`src/rts_pkg.sv`:
```
// Shared types, codes and packing functions for the I2C register transaction sequencer.
`default_nettype none
package rts_pkg;

   localparam int REQ_DATA_W = 56;
   localparam int RSP_DATA_W = 24;

   typedef enum logic [1:0] {
      FUNC_WRITE   = 2'd0,
      FUNC_READ    = 2'd1,
      FUNC_DONE    = 2'd2,
      FUNC_PAYLOAD = 2'd3
   } func_type;

   typedef enum logic [2:0] {
      CMD_NONE  = 3'd0,
      CMD_START = 3'd1,
      CMD_SEND  = 3'd2,
      CMD_CHECK = 3'd3,
      CMD_RECV  = 3'd4,
      CMD_ACK   = 3'd5,
      CMD_NACK  = 3'd6,
      CMD_STOP  = 3'd7
   } cmd_type;

   typedef enum logic [1:0] {
      ST_BUSY   = 2'd0,
      ST_OK     = 2'd1,
      ST_ABORT  = 2'd2,
      ST_REJECT = 2'd3
   } status_type;

   typedef enum logic [3:0] {
      PH_IDLE      = 4'd0,
      PH_START1    = 4'd1,
      PH_AW_SEND   = 4'd2,
      PH_AW_ACK    = 4'd3,
      PH_REG_SEND  = 4'd4,
      PH_REG_ACK   = 4'd5,
      PH_WAIT_DATA = 4'd6,
      PH_D_SEND    = 4'd7,
      PH_D_ACK     = 4'd8,
      PH_START2    = 4'd9,
      PH_AR_SEND   = 4'd10,
      PH_AR_ACK    = 4'd11,
      PH_RECV      = 4'd12,
      PH_ACKOUT    = 4'd13,
      PH_STOP      = 4'd14
   } phase_type;

   typedef struct packed {
      func_type    func;
      logic [6:0]  slave_address;
      logic [15:0] register_address;
      logic        wide_register;
      logic [7:0]  byte_count;
      logic        nack_seen;
      logic [7:0]  received_byte;
      logic [7:0]  payload_byte;
   } req_type;

   typedef struct packed {
      cmd_type     bus_command;
      logic [7:0]  send_byte;
      logic        data_request;
      logic        read_valid;
      logic [7:0]  read_byte;
      logic        finished;
      status_type  status;
   } rsp_type;

   function automatic req_type unpack_req(input logic [1:0] user,
                                          input logic [REQ_DATA_W-1:0] data);
      req_type r;
      r.func             = func_type'(user);
      r.slave_address    = data[6:0];
      r.register_address = data[22:7];
      r.wide_register    = data[23];
      r.byte_count       = data[31:24];
      r.nack_seen        = data[32];
      r.received_byte    = data[40:33];
      r.payload_byte     = data[48:41];
      return r;
   endfunction

   function automatic logic [RSP_DATA_W-1:0] pack_rsp(input rsp_type r);
      return {r.status, r.finished, r.read_byte, r.read_valid, r.data_request,
              r.send_byte, r.bus_command};
   endfunction

   function automatic rsp_type unpack_rsp(input logic [RSP_DATA_W-1:0] data);
      rsp_type r;
      r.bus_command  = cmd_type'(data[2:0]);
      r.send_byte    = data[10:3];
      r.data_request = data[11];
      r.read_valid   = data[12];
      r.read_byte    = data[20:13];
      r.finished     = data[21];
      r.status       = status_type'(data[23:22]);
      return r;
   endfunction

endpackage
`default_nettype wire

```
`src/i2c_register_transaction_sequencer.sv`:
```
// Top level of the I2C register transaction sequencer.
//
//   channel | direction | handshake                 | content
//   req     | in        | req_tvalid / req_tready   | request, completion or payload item
//   rsp     | out       | rsp_tvalid / rsp_tready   | one result item per request item
//
// One item per cycle sustained while rsp does not stall; an accepted item is
// held in the input register, and its result is then held in the result
// register, which drives rsp.
// The next-command decision is a single combinational pass over the held
// item and the transaction state.
// Synchronous reset returns the sequencer to idle and empties both registers.
// A stall on rsp backs up into req only once both registers are full.
`default_nettype none
module i2c_register_transaction_sequencer
   import rts_pkg::*;
(
   input  wire logic                  clock,
   input  wire logic                  reset,
   input  wire logic                  req_tvalid,
   output logic                       req_tready,
   // [6:0] slave_address, [22:7] register_address, [23] wide_register,
   // [31:24] byte_count, [32] nack_seen, [40:33] received_byte,
   // [48:41] payload_byte, [55:49] zero
   input  wire logic [REQ_DATA_W-1:0] req_tdata,
   // [1:0] func
   input  wire logic [1:0]            req_tuser,
   output logic                       rsp_tvalid,
   input  wire logic                  rsp_tready,
   // [2:0] bus_command, [10:3] send_byte, [11] data_request, [12] read_valid,
   // [20:13] read_byte, [21] finished, [23:22] status
   output logic [RSP_DATA_W-1:0]      rsp_tdata
);

   logic    item_valid;
   logic    take;
   req_type item;
   rsp_type result;

   rts_in_reg u_in_reg (
      .clock      (clock),
      .reset      (reset),
      .req_tvalid (req_tvalid),
      .req_tready (req_tready),
      .req_tdata  (req_tdata),
      .req_tuser  (req_tuser),
      .take       (take),
      .item_valid (item_valid),
      .item       (item)
   );

   rts_core u_core (
      .clock  (clock),
      .reset  (reset),
      .step   (take),
      .item   (item),
      .result (result)
   );

   rts_out_reg u_out_reg (
      .clock      (clock),
      .reset      (reset),
      .item_valid (item_valid),
      .result     (result),
      .take       (take),
      .rsp_tvalid (rsp_tvalid),
      .rsp_tready (rsp_tready),
      .rsp_tdata  (rsp_tdata)
   );

endmodule
`default_nettype wire

```
`src/rts_in_reg.sv`:
```
// Input register stage: holds one request item until the sequencer core takes it.
`default_nettype none
module rts_in_reg
   import rts_pkg::*;
(
   input  wire logic                  clock,
   input  wire logic                  reset,
   input  wire logic                  req_tvalid,
   output logic                       req_tready,
   input  wire logic [REQ_DATA_W-1:0] req_tdata,
   input  wire logic [1:0]            req_tuser,
   input  wire logic                  take,
   output logic                       item_valid,
   output req_type                    item
);

   logic    valid_ff, valid_in;
   req_type item_ff;

   assign req_tready = !valid_ff || take;
   assign valid_in   = req_tready ? req_tvalid : valid_ff;

   always_ff @(posedge clock) begin
      if (reset) begin
         valid_ff <= 1'b0;
      end else begin
         valid_ff <= valid_in;
      end
   end

   always_ff @(posedge clock) begin
      if (req_tready && req_tvalid) begin
         item_ff <= unpack_req(req_tuser, req_tdata);
      end
   end

   assign item_valid = valid_ff;
   assign item       = item_ff;

endmodule
`default_nettype wire

```
`src/rts_core.sv`:
```
// Transaction state and next-command decision for one item per cycle while step is high.
`default_nettype none
module rts_core
   import rts_pkg::*;
(
   input  wire logic    clock,
   input  wire logic    reset,
   input  wire logic    step,
   input  wire req_type item,
   output rsp_type      result
);

   phase_type   phase_ff, phase_in;
   logic        is_read_ff, is_read_in;
   logic [6:0]  target_ff, target_in;
   logic [15:0] reg_addr_ff, reg_addr_in;
   logic        two_byte_ff, two_byte_in;
   logic [7:0]  remaining_ff, remaining_in;
   logic        aborted_ff, aborted_in;
   logic        done;
   logic [7:0]  rem_dec;

   assign done    = (item.func == FUNC_DONE);
   assign rem_dec = remaining_ff - 8'd1;

   always_ff @(posedge clock) begin
      if (reset) begin
         phase_ff     <= PH_IDLE;
         is_read_ff   <= 1'b0;
         target_ff    <= '0;
         reg_addr_ff  <= '0;
         two_byte_ff  <= 1'b0;
         remaining_ff <= '0;
         aborted_ff   <= 1'b0;
      end else if (step) begin
         phase_ff     <= phase_in;
         is_read_ff   <= is_read_in;
         target_ff    <= target_in;
         reg_addr_ff  <= reg_addr_in;
         two_byte_ff  <= two_byte_in;
         remaining_ff <= remaining_in;
         aborted_ff   <= aborted_in;
      end
   end

   always_comb begin
      phase_in     = phase_ff;
      is_read_in   = is_read_ff;
      target_in    = target_ff;
      reg_addr_in  = reg_addr_ff;
      two_byte_in  = two_byte_ff;
      remaining_in = remaining_ff;
      aborted_in   = aborted_ff;
      result       = '0;

      unique case (phase_ff)
         PH_IDLE: begin
            if (item.func == FUNC_WRITE || item.func == FUNC_READ) begin
               if (item.byte_count == 8'd0) begin
                  result.finished = 1'b1;
                  result.status   = ST_REJECT;
               end else begin
                  is_read_in         = (item.func == FUNC_READ);
                  target_in          = item.slave_address;
                  reg_addr_in        = item.register_address;
                  two_byte_in        = item.wide_register;
                  remaining_in       = item.byte_count;
                  aborted_in         = 1'b0;
                  result.bus_command = CMD_START;
                  phase_in           = PH_START1;
               end
            end
         end
         PH_WAIT_DATA: begin
            if (item.func == FUNC_PAYLOAD) begin
               result.bus_command = CMD_SEND;
               result.send_byte   = item.payload_byte;
               phase_in           = PH_D_SEND;
            end
         end
         PH_START1: begin
            if (done) begin
               result.bus_command = CMD_SEND;
               result.send_byte   = {target_ff, 1'b0};
               phase_in           = PH_AW_SEND;
            end
         end
         PH_AW_SEND, PH_REG_SEND, PH_D_SEND, PH_AR_SEND: begin
            if (done) begin
               result.bus_command = CMD_CHECK;
               phase_in = (phase_ff == PH_AW_SEND)  ? PH_AW_ACK  :
                          (phase_ff == PH_REG_SEND) ? PH_REG_ACK :
                          (phase_ff == PH_D_SEND)   ? PH_D_ACK   : PH_AR_ACK;
            end
         end
         PH_AW_ACK: begin
            if (done) begin
               if (item.nack_seen) begin
                  aborted_in         = 1'b1;
                  result.bus_command = CMD_STOP;
                  phase_in           = PH_STOP;
               end else begin
                  result.bus_command = CMD_SEND;
                  result.send_byte   = reg_addr_ff[7:0];
                  phase_in           = PH_REG_SEND;
               end
            end
         end
         PH_REG_ACK: begin
            if (done) begin
               if (item.nack_seen) begin
                  aborted_in         = 1'b1;
                  result.bus_command = CMD_STOP;
                  phase_in           = PH_STOP;
               end else if (two_byte_ff) begin
                  // high register byte goes out second
                  two_byte_in        = 1'b0;
                  reg_addr_in        = {8'd0, reg_addr_ff[15:8]};
                  result.bus_command = CMD_SEND;
                  result.send_byte   = reg_addr_ff[15:8];
                  phase_in           = PH_REG_SEND;
               end else if (is_read_ff) begin
                  result.bus_command = CMD_START;
                  phase_in           = PH_START2;
               end else begin
                  result.data_request = 1'b1;
                  phase_in            = PH_WAIT_DATA;
               end
            end
         end
         PH_D_ACK: begin
            if (done) begin
               if (item.nack_seen) begin
                  aborted_in         = 1'b1;
                  result.bus_command = CMD_STOP;
                  phase_in           = PH_STOP;
               end else begin
                  remaining_in = rem_dec;
                  if (rem_dec == 8'd0) begin
                     result.bus_command = CMD_STOP;
                     phase_in           = PH_STOP;
                  end else begin
                     result.data_request = 1'b1;
                     phase_in            = PH_WAIT_DATA;
                  end
               end
            end
         end
         PH_START2: begin
            if (done) begin
               result.bus_command = CMD_SEND;
               result.send_byte   = {target_ff, 1'b1};
               phase_in           = PH_AR_SEND;
            end
         end
         PH_AR_ACK: begin
            if (done) begin
               if (item.nack_seen) begin
                  aborted_in         = 1'b1;
                  result.bus_command = CMD_STOP;
                  phase_in           = PH_STOP;
               end else begin
                  result.bus_command = CMD_RECV;
                  phase_in           = PH_RECV;
               end
            end
         end
         PH_RECV: begin
            if (done) begin
               result.read_valid  = 1'b1;
               result.read_byte   = item.received_byte;
               remaining_in       = rem_dec;
               result.bus_command = (rem_dec == 8'd0) ? CMD_NACK : CMD_ACK;
               phase_in           = PH_ACKOUT;
            end
         end
         PH_ACKOUT: begin
            if (done) begin
               if (remaining_ff == 8'd0) begin
                  result.bus_command = CMD_STOP;
                  phase_in           = PH_STOP;
               end else begin
                  result.bus_command = CMD_RECV;
                  phase_in           = PH_RECV;
               end
            end
         end
         PH_STOP: begin
            if (done) begin
               result.finished = 1'b1;
               result.status   = aborted_ff ? ST_ABORT : ST_OK;
               aborted_in      = 1'b0;
               phase_in        = PH_IDLE;
            end
         end
         default: begin
            phase_in = PH_IDLE;
         end
      endcase
   end

endmodule
`default_nettype wire

```
`src/rts_out_reg.sv`:
```
// Result register: holds one result item while the downstream side stalls.
`default_nettype none
module rts_out_reg
   import rts_pkg::*;
(
   input  wire logic                  clock,
   input  wire logic                  reset,
   input  wire logic                  item_valid,
   input  wire rsp_type               result,
   output logic                       take,
   output logic                       rsp_tvalid,
   input  wire logic                  rsp_tready,
   output logic [RSP_DATA_W-1:0]      rsp_tdata
);

   logic                  valid_ff, valid_in;
   logic [RSP_DATA_W-1:0] data_ff;
   logic                  room;

   assign room     = !valid_ff || rsp_tready;
   assign take     = room && item_valid;
   assign valid_in = room ? item_valid : valid_ff;

   always_ff @(posedge clock) begin
      if (reset) begin
         valid_ff <= 1'b0;
      end else begin
         valid_ff <= valid_in;
      end
   end

   always_ff @(posedge clock) begin
      if (take) begin
         data_ff <= pack_rsp(result);
      end
   end

   assign rsp_tvalid = valid_ff;
   assign rsp_tdata  = data_ff;

endmodule
`default_nettype wire

```
`config.mk`:
```
export PLATFORM = sky130hd
export DESIGN_NAME = i2c_register_transaction_sequencer
export DESIGN_NICKNAME = d
export VERILOG_FILES = /design/src/rts_pkg.sv /design/src/i2c_register_transaction_sequencer.sv /design/src/rts_in_reg.sv /design/src/rts_core.sv /design/src/rts_out_reg.sv
export SDC_FILE = /design/constraint.sdc
export NUM_CORES = 1
export LEC_CHECK = 0
export ABC_CLOCK_PERIOD_IN_PS = 9300
export BUFFER_PORTS_ARGS = -buffer_cell sky130_fd_sc_hd__clkbuf_2
export CAP_MARGIN = 20
export CELL_PAD_IN_SITES_DETAIL_PLACEMENT = 1
export CELL_PAD_IN_SITES_GLOBAL_PLACEMENT = 2
export CORE_ASPECT_RATIO = 1.4
export CORE_MARGIN = 2
export CORE_UTILIZATION = 39
export CTS_CLUSTER_SIZE = 8
export DETAILED_ROUTE_END_ITERATION = 6
export PLACE_DENSITY = 0.95
export SKIP_CTS_REPAIR_TIMING = 1
export SLEW_MARGIN = 20
export SYNTH_ARGS = -nofsm -noshare
export SYNTH_HDL_FRONTEND = slang
export SYNTH_SLANG_ARGS = --single-unit
```
`constraint.sdc`:
```
create_clock -name clock -period 9.3 [get_ports clock]
set_input_delay 1.86 -clock clock [delete_from_list [all_inputs] [get_ports clock]]
set_output_delay 1.86 -clock clock [all_outputs]
set_load 0.02 [all_outputs]
```
# Yosys cells after proc, flatten, opt, wreduce, memory -nomap -nowiden

Index checks and enable logic that the tools add are counted.

Register bits after elaboration: 115
Output and inout port bits: 26
Word-level logic and storage cells: 167

Add/subtract/negate cells: 1
Equality and inequality tests: 35
Mux-type cells: 86
Bitwise operators: 1
Reduce and logical (&&, ||, !) cells: 24

Operators with widths:

| cell                                                                     | number |
|---|---|
| 4-bit two-way mux                                                        | 21 |
| 16-bit two-way mux                                                       | 5 |
| 8-bit two-way mux                                                        | 7 |
| 4-bit case mux with 12 select lines                                      | 1 |
| 8-bit case mux with 5 select lines                                       | 1 |
| 3-bit two-way mux                                                        | 13 |
| 3-bit case mux with 11 select lines                                      | 1 |
| 16-bit case mux with 2 select lines                                      | 1 |
| 10-bit two-way mux                                                       | 3 |
| 2-bit by 1-bit inequality test with 1-bit output (second input constant) | 15 |
| 4-bit == test (second input constant)                                    | 7 |
| 8-bit zero test                                                          | 3 |
| 8-bit case mux with 3 select lines                                       | 1 |
| 7-bit AND reduction                                                      | 3 |
| 9-bit two-way mux                                                        | 2 |
| 4-bit by 3-bit == test with 1-bit output (second input constant)         | 4 |
| 1-bit two-way mux                                                        | 16 |
| 2-bit two-way mux                                                        | 8 |
| 14-bit AND reduction                                                     | 1 |
| 12-bit two-way mux                                                       | 1 |
| 11-bit two-way mux                                                       | 1 |
| 4-bit by 2-bit == test with 1-bit output (second input constant)         | 2 |
| 4-bit OR reduction                                                       | 2 |
| 8-bit by 1-bit subtractor with 8-bit output (second input constant)      | 1 |
| other kinds (18)                                                         | 27 |

# Longest topological paths before layout

Depth after elaboration: 6
Gate-level depth with buffers: 8
Mapped depth without buffers: 7

# By module

From an unflattened synthesis, not the netlist that was laid out.

Cells, all modules: 441
Area, all modules: 4921.0 um^2

By module, submodules not included:

| module      | times used | cells an instance | area each (um^2) |
|---|---|---|---|
| rts_core    | 1          | 356               | 2558.7 |
| rts_in_reg  | 1          | 56                | 1586.5 |
| rts_out_reg | 1          | 29                | 775.7 |

# Worst setup path after synthesis

No wires, ideal clock.

Kind: input -> register
Start: in rsp_tready
End: reg u_core.remaining_ff[1]
Setup time: 0.136 ns
Arrival time: 4.074 ns
Required time: 9.164 ns
Setup slack: 5.090 ns
Stages: 6
Cells stage by stage: nor2b_1 -> nor2b_1 -> o21ai_2 -> buf_2 -> a2111oi_0 -> a211oi_1

Word-level cells in the longest chain between the ends: 3

RTL lines:

| what                          | line                                     | RTL |
|---|---|---|
| from (decl)                   | i2c_register_transaction_sequencer.sv:29 | `input wire logic rsp_tready,` |
| 1-bit logical OR              | rts_out_reg.sv:20                        | `assign room = !valid_ff \|\| rsp_tready;` |
| 1-bit logical AND             | rts_out_reg.sv:21                        | `assign take = room && item_valid;` |
| net take                      | i2c_register_transaction_sequencer.sv:36 | `logic take;` |
| 7-bit AND reduction (no line) | n/a                                      |  |
| to (signal assigned)          | rts_core.sv:41                           | `remaining_ff <= remaining_in;` |
| to (decl)                     | rts_core.sv:18                           | `logic [7:0] remaining_ff, remaining_in;` |

The timed path passes the listed nets, and every way through them passes these cells.
A chain may end at the register's enable or synchronous reset.

# Final worst setup path

Start: in rsp_tready
End: out req_tready

Word-level cells in the longest chain between the ends: 3

RTL lines:

| what              | line                                     | RTL |
|---|---|---|
| 1-bit logical OR  | rts_out_reg.sv:20                        |  |
| 1-bit logical AND | rts_out_reg.sv:21                        |  |
| 1-bit logical OR  | rts_in_reg.sv:20                         | `assign req_tready = !valid_ff \|\| take;` |
| to (decl)         | i2c_register_transaction_sequencer.sv:21 | `output logic req_tready,` |

Every way passes these cells.

==> impl_metrics.env <==
export IMPL_grt_overflow=0
export IMPL_timing_max_cap_violations=0
export IMPL_met1Wirelength_um=5560
export IMPL_start_kind="input pin"
export IMPL_drt_wirelength_per_cell_um=21.3
export IMPL_synth_net_count=513
export IMPL_cts_inserted_buffers=17
export IMPL_pwr_share_seq_pct=43.9
export IMPL_final_max_slew_viol_count=0
export IMPL_grt_start_max_net_pins=52
export IMPL_max_clock_path_buffers=2
export IMPL_coreArea_um2=12800
export IMPL_critPathArrivalTime_ns=2.48
export IMPL_async_sr_flop_fraction_pct=0
export IMPL_dr_vias_cell=5.99
export IMPL_core_rowCount=49
export IMPL_h_tree_depth=4
export IMPL_power_clock_fraction_pct=48.3
export IMPL_globalplace_congestion=0.862
export IMPL_mappedNetlistArea_um2=5120
export IMPL_cts_clk_slew_worst_paths_ns=0.05
export IMPL_die_area_um2=14100
export IMPL_cp_max_fo=4
export IMPL_drtPass1Iterations=5
export IMPL_dr_wl_met2_um=7880
export IMPL_detailedRoute_firstIterationViolations=275
export IMPL_port_buffers=80
export IMPL_netSwitchingPower_mw=0.340
export IMPL_syn_avg_cell_area_um2=11.4
export IMPL_worst_hold_slack_ns=0.486
export IMPL_postSynthRegisterBits=115
export IMPL_dpl_instance_area_um2=5550
export IMPL_power_per_cell_area_nw_per_um2=220
export IMPL_drt_wl_total_um=14500
export IMPL_status="complete, no violations"
export IMPL_vias=4081
export IMPL_filler_cell_count_in_the_final_layout=1392
export IMPL_drive_above_1_share_pct=24.6
export IMPL_fin_crit_ns=4.34
export IMPL_groute_usage_overall_pct=21.5
export IMPL_ys_dominant_reg_cell="edfxtp_1"
export IMPL_floorplan_initialDensity_pct=40.0
export IMPL_cellLeakagePower_nw=2.30
export IMPL_cts_sinks=115
export IMPL_rr_worst_depth=5
export IMPL_whs_path_depth=2
export IMPL_grt_pass1_vias=4302
export IMPL_hold_path_class="reg2reg"
export IMPL_nets=579
export IMPL_route_detailed_drc=0
export IMPL_share_comb_of_total_power_pct=7.7
export IMPL_dp_hpwl_um=9210
export IMPL_worstPathRequired_ns=7.44
export IMPL_worst_slew_pin_transition_ns=0.969
export IMPL_synthesis_instances=449
export IMPL_final_setup_violations=0
export IMPL_power_report_internal_total_mw=1.01
export IMPL_switching_share_pct=25.1
export IMPL_final_standard_cell_area_without_fillers_um2=6160
export IMPL_finished_core_util_pct=48.1
export IMPL_post_synth_num_cell_types=59
export IMPL_multiInputGateArea_um2=1870
export IMPL_synth_edff_count=75
export IMPL_num_io_pins=88
export IMPL_rsz0062_at_grt="no"
export IMPL_cts_root_buffer="clkbuf_16"
export IMPL_tritoncts_clock_tree="done"
export IMPL_chipWidth_um=101
export IMPL_post_route_clock_period_utilization_pct=46.7
export IMPL_first_pass_grt_wire_length_um=23200
export IMPL_antenna_cells_inserted=0
export IMPL_clock_insertion_delay_worst_skew_ns=0.42
export IMPL_area_growth_syn_to_layout_pct=20.3
export IMPL_timing_critical_path_to_type="output pin"
export IMPL_top_layer_used="met4"
export IMPL_synth_sequential_area_ratio_pct=59.6
export IMPL_met3RoutedLength_um=528
export IMPL_number_of_antenna_violations_at_the_first_check_in_global_routing=0
export IMPL_finalHoldViolations=0
export IMPL_seq_area_um2=3050
export IMPL_slew_headroom_pct=35.4
export IMPL_skew_ns=0.00834
export IMPL_max_clock_freq_mhz=230
export IMPL_vdd_drop_max_mv=0.123
export IMPL_synth_warning_count=0
export IMPL_die_height_um=140
export IMPL_drtAntennaViolNets=0
export IMPL_total_power_mw=1.35
export IMPL_tns_ns=0
export IMPL_timing_setup_critical_path_class="in2out"
-- layout make-up --
| cell class | count | share of cell area, % |
|---|---|---|
| flip-flops and latches | 115 | 49.6 |
| multi-input cells | 290 | 30.4 |
| clock buffers | 19 | 7.19 |
| repair buffers | 82 | 6.75 |
| well taps | 153 | 3.11 |
| clock inverters | 13 | 2.46 |
| inverters | 9 | 0.549 |
-- Yosys cell counts, types with 3 or more instances --
cell type  instances  area, µm²
nand2b_1           9       56.3
nor4_1             5       31.3
dfxtp_1           40        801
buf_2              9       45.0
inv_1              9       33.8
clkbuf_1          21       78.8
and2_1            11       68.8
nor2b_1            4       25.0
a22oi_1           18        135
nand2_1           12       45.0
buf_6              3       33.8
nor3_1            17       85.1
a21oi_1           36        180
o22ai_1            6       37.5
o311ai_0           6       52.6
o21ai_0           28        140
a31oi_1            4       25.0
or4_1              3       22.5
nand4_1           12       75.1
nand3_1            7       35.0
o211ai_1           3       22.5
mux2i_1           16        160
nor2_1            32        120
or3_1              4       25.0
o31ai_1            9       67.6
a311oi_1          11       96.3
edfxtp_1          75       2250
-- cell families after synthesis --
group,count (synthesis),synth area share (%)
multiplexers,16,3.13
flip-flops,115,59.6
AND/OR/NAND/NOR,127,13.4
buffers and inverters,44,4.20
AO/OA/AOI/OAI,143,18.8
XOR/XNOR,2,0.342
adder cells (fa/ha/maj),2,0.489
-- cell usage in the layout (no fill, tap or decap), types with 11 or more instances in the layout --
cell / instances
a311oi_1: 11
nand2_1: 12
dfxtp_1: 40
a22oi_1: 18
a21oi_1: 36
clkbuf_16: 17
nand4_1: 12
clkbuf_2: 80
edfxtp_1: 75
nor3_1: 16
mux2i_1: 16
o21ai_0: 28
nor2_1: 32
-- stage by stage --
stage          worst slack [ns]  std cells
4_1_cts                    4.97        681
2_1_floorplan              5.09        449
3_5_place_dp               4.97        649
3_3_place_gp               4.99        649
5_1_grt                    4.91        681
6_report                   4.96        681
-- power by group through the flow --
stage                     Clock (mW)  Sequential (mW)  Combinational [mW]
after floorplan                    0            0.597              0.0747
after global placement             0            0.603              0.0974
after detailed placement           0            0.604               0.102
after CTS                      0.660            0.594               0.105
after global routing           0.682            0.597               0.115
final                          0.655            0.595               0.105
-- worst max-delay path: stages --
cell,delay [ns]
clkbuf_2,0.08
nor2b_1,0.24
nand2_1,0.12
clkbuf_2,0.18
-- per-layer routing --
metal	vias up	global-route usage, %
met4	0	10.2
met3	46	3.67
li1	1876	-
met5	-	0
met1	2011	24.2
met2	148	38.8
-- registers in the layout, summed over array words and instances (netlist names) --
name	flops
u_core.aborted_ff	1
u_out_reg.rsp_tvalid	1
u_core.reg_addr_ff	16
u_core.target_ff	7
u_core.phase_ff	4
u_out_reg.rsp_tdata	24
u_core.is_read_ff	1
u_core.two_byte_ff	1
u_core.remaining_ff	8
u_in_reg.item_valid	1
u_in_reg.item	51
-- final timing paths --
path / start / end / slack (ns)
min: u_in_reg.item[46] / u_core.target_ff[4] / 0.49
max: rsp_tready / req_tready / 4.96
min reg2reg: u_in_reg.item[46] / u_core.target_ff[4] / 0.49
max reg2reg: u_in_reg.item[18] / u_core.remaining_ff[1] / 6.40
Note: power is estimated with default switching activity, not from simulation.
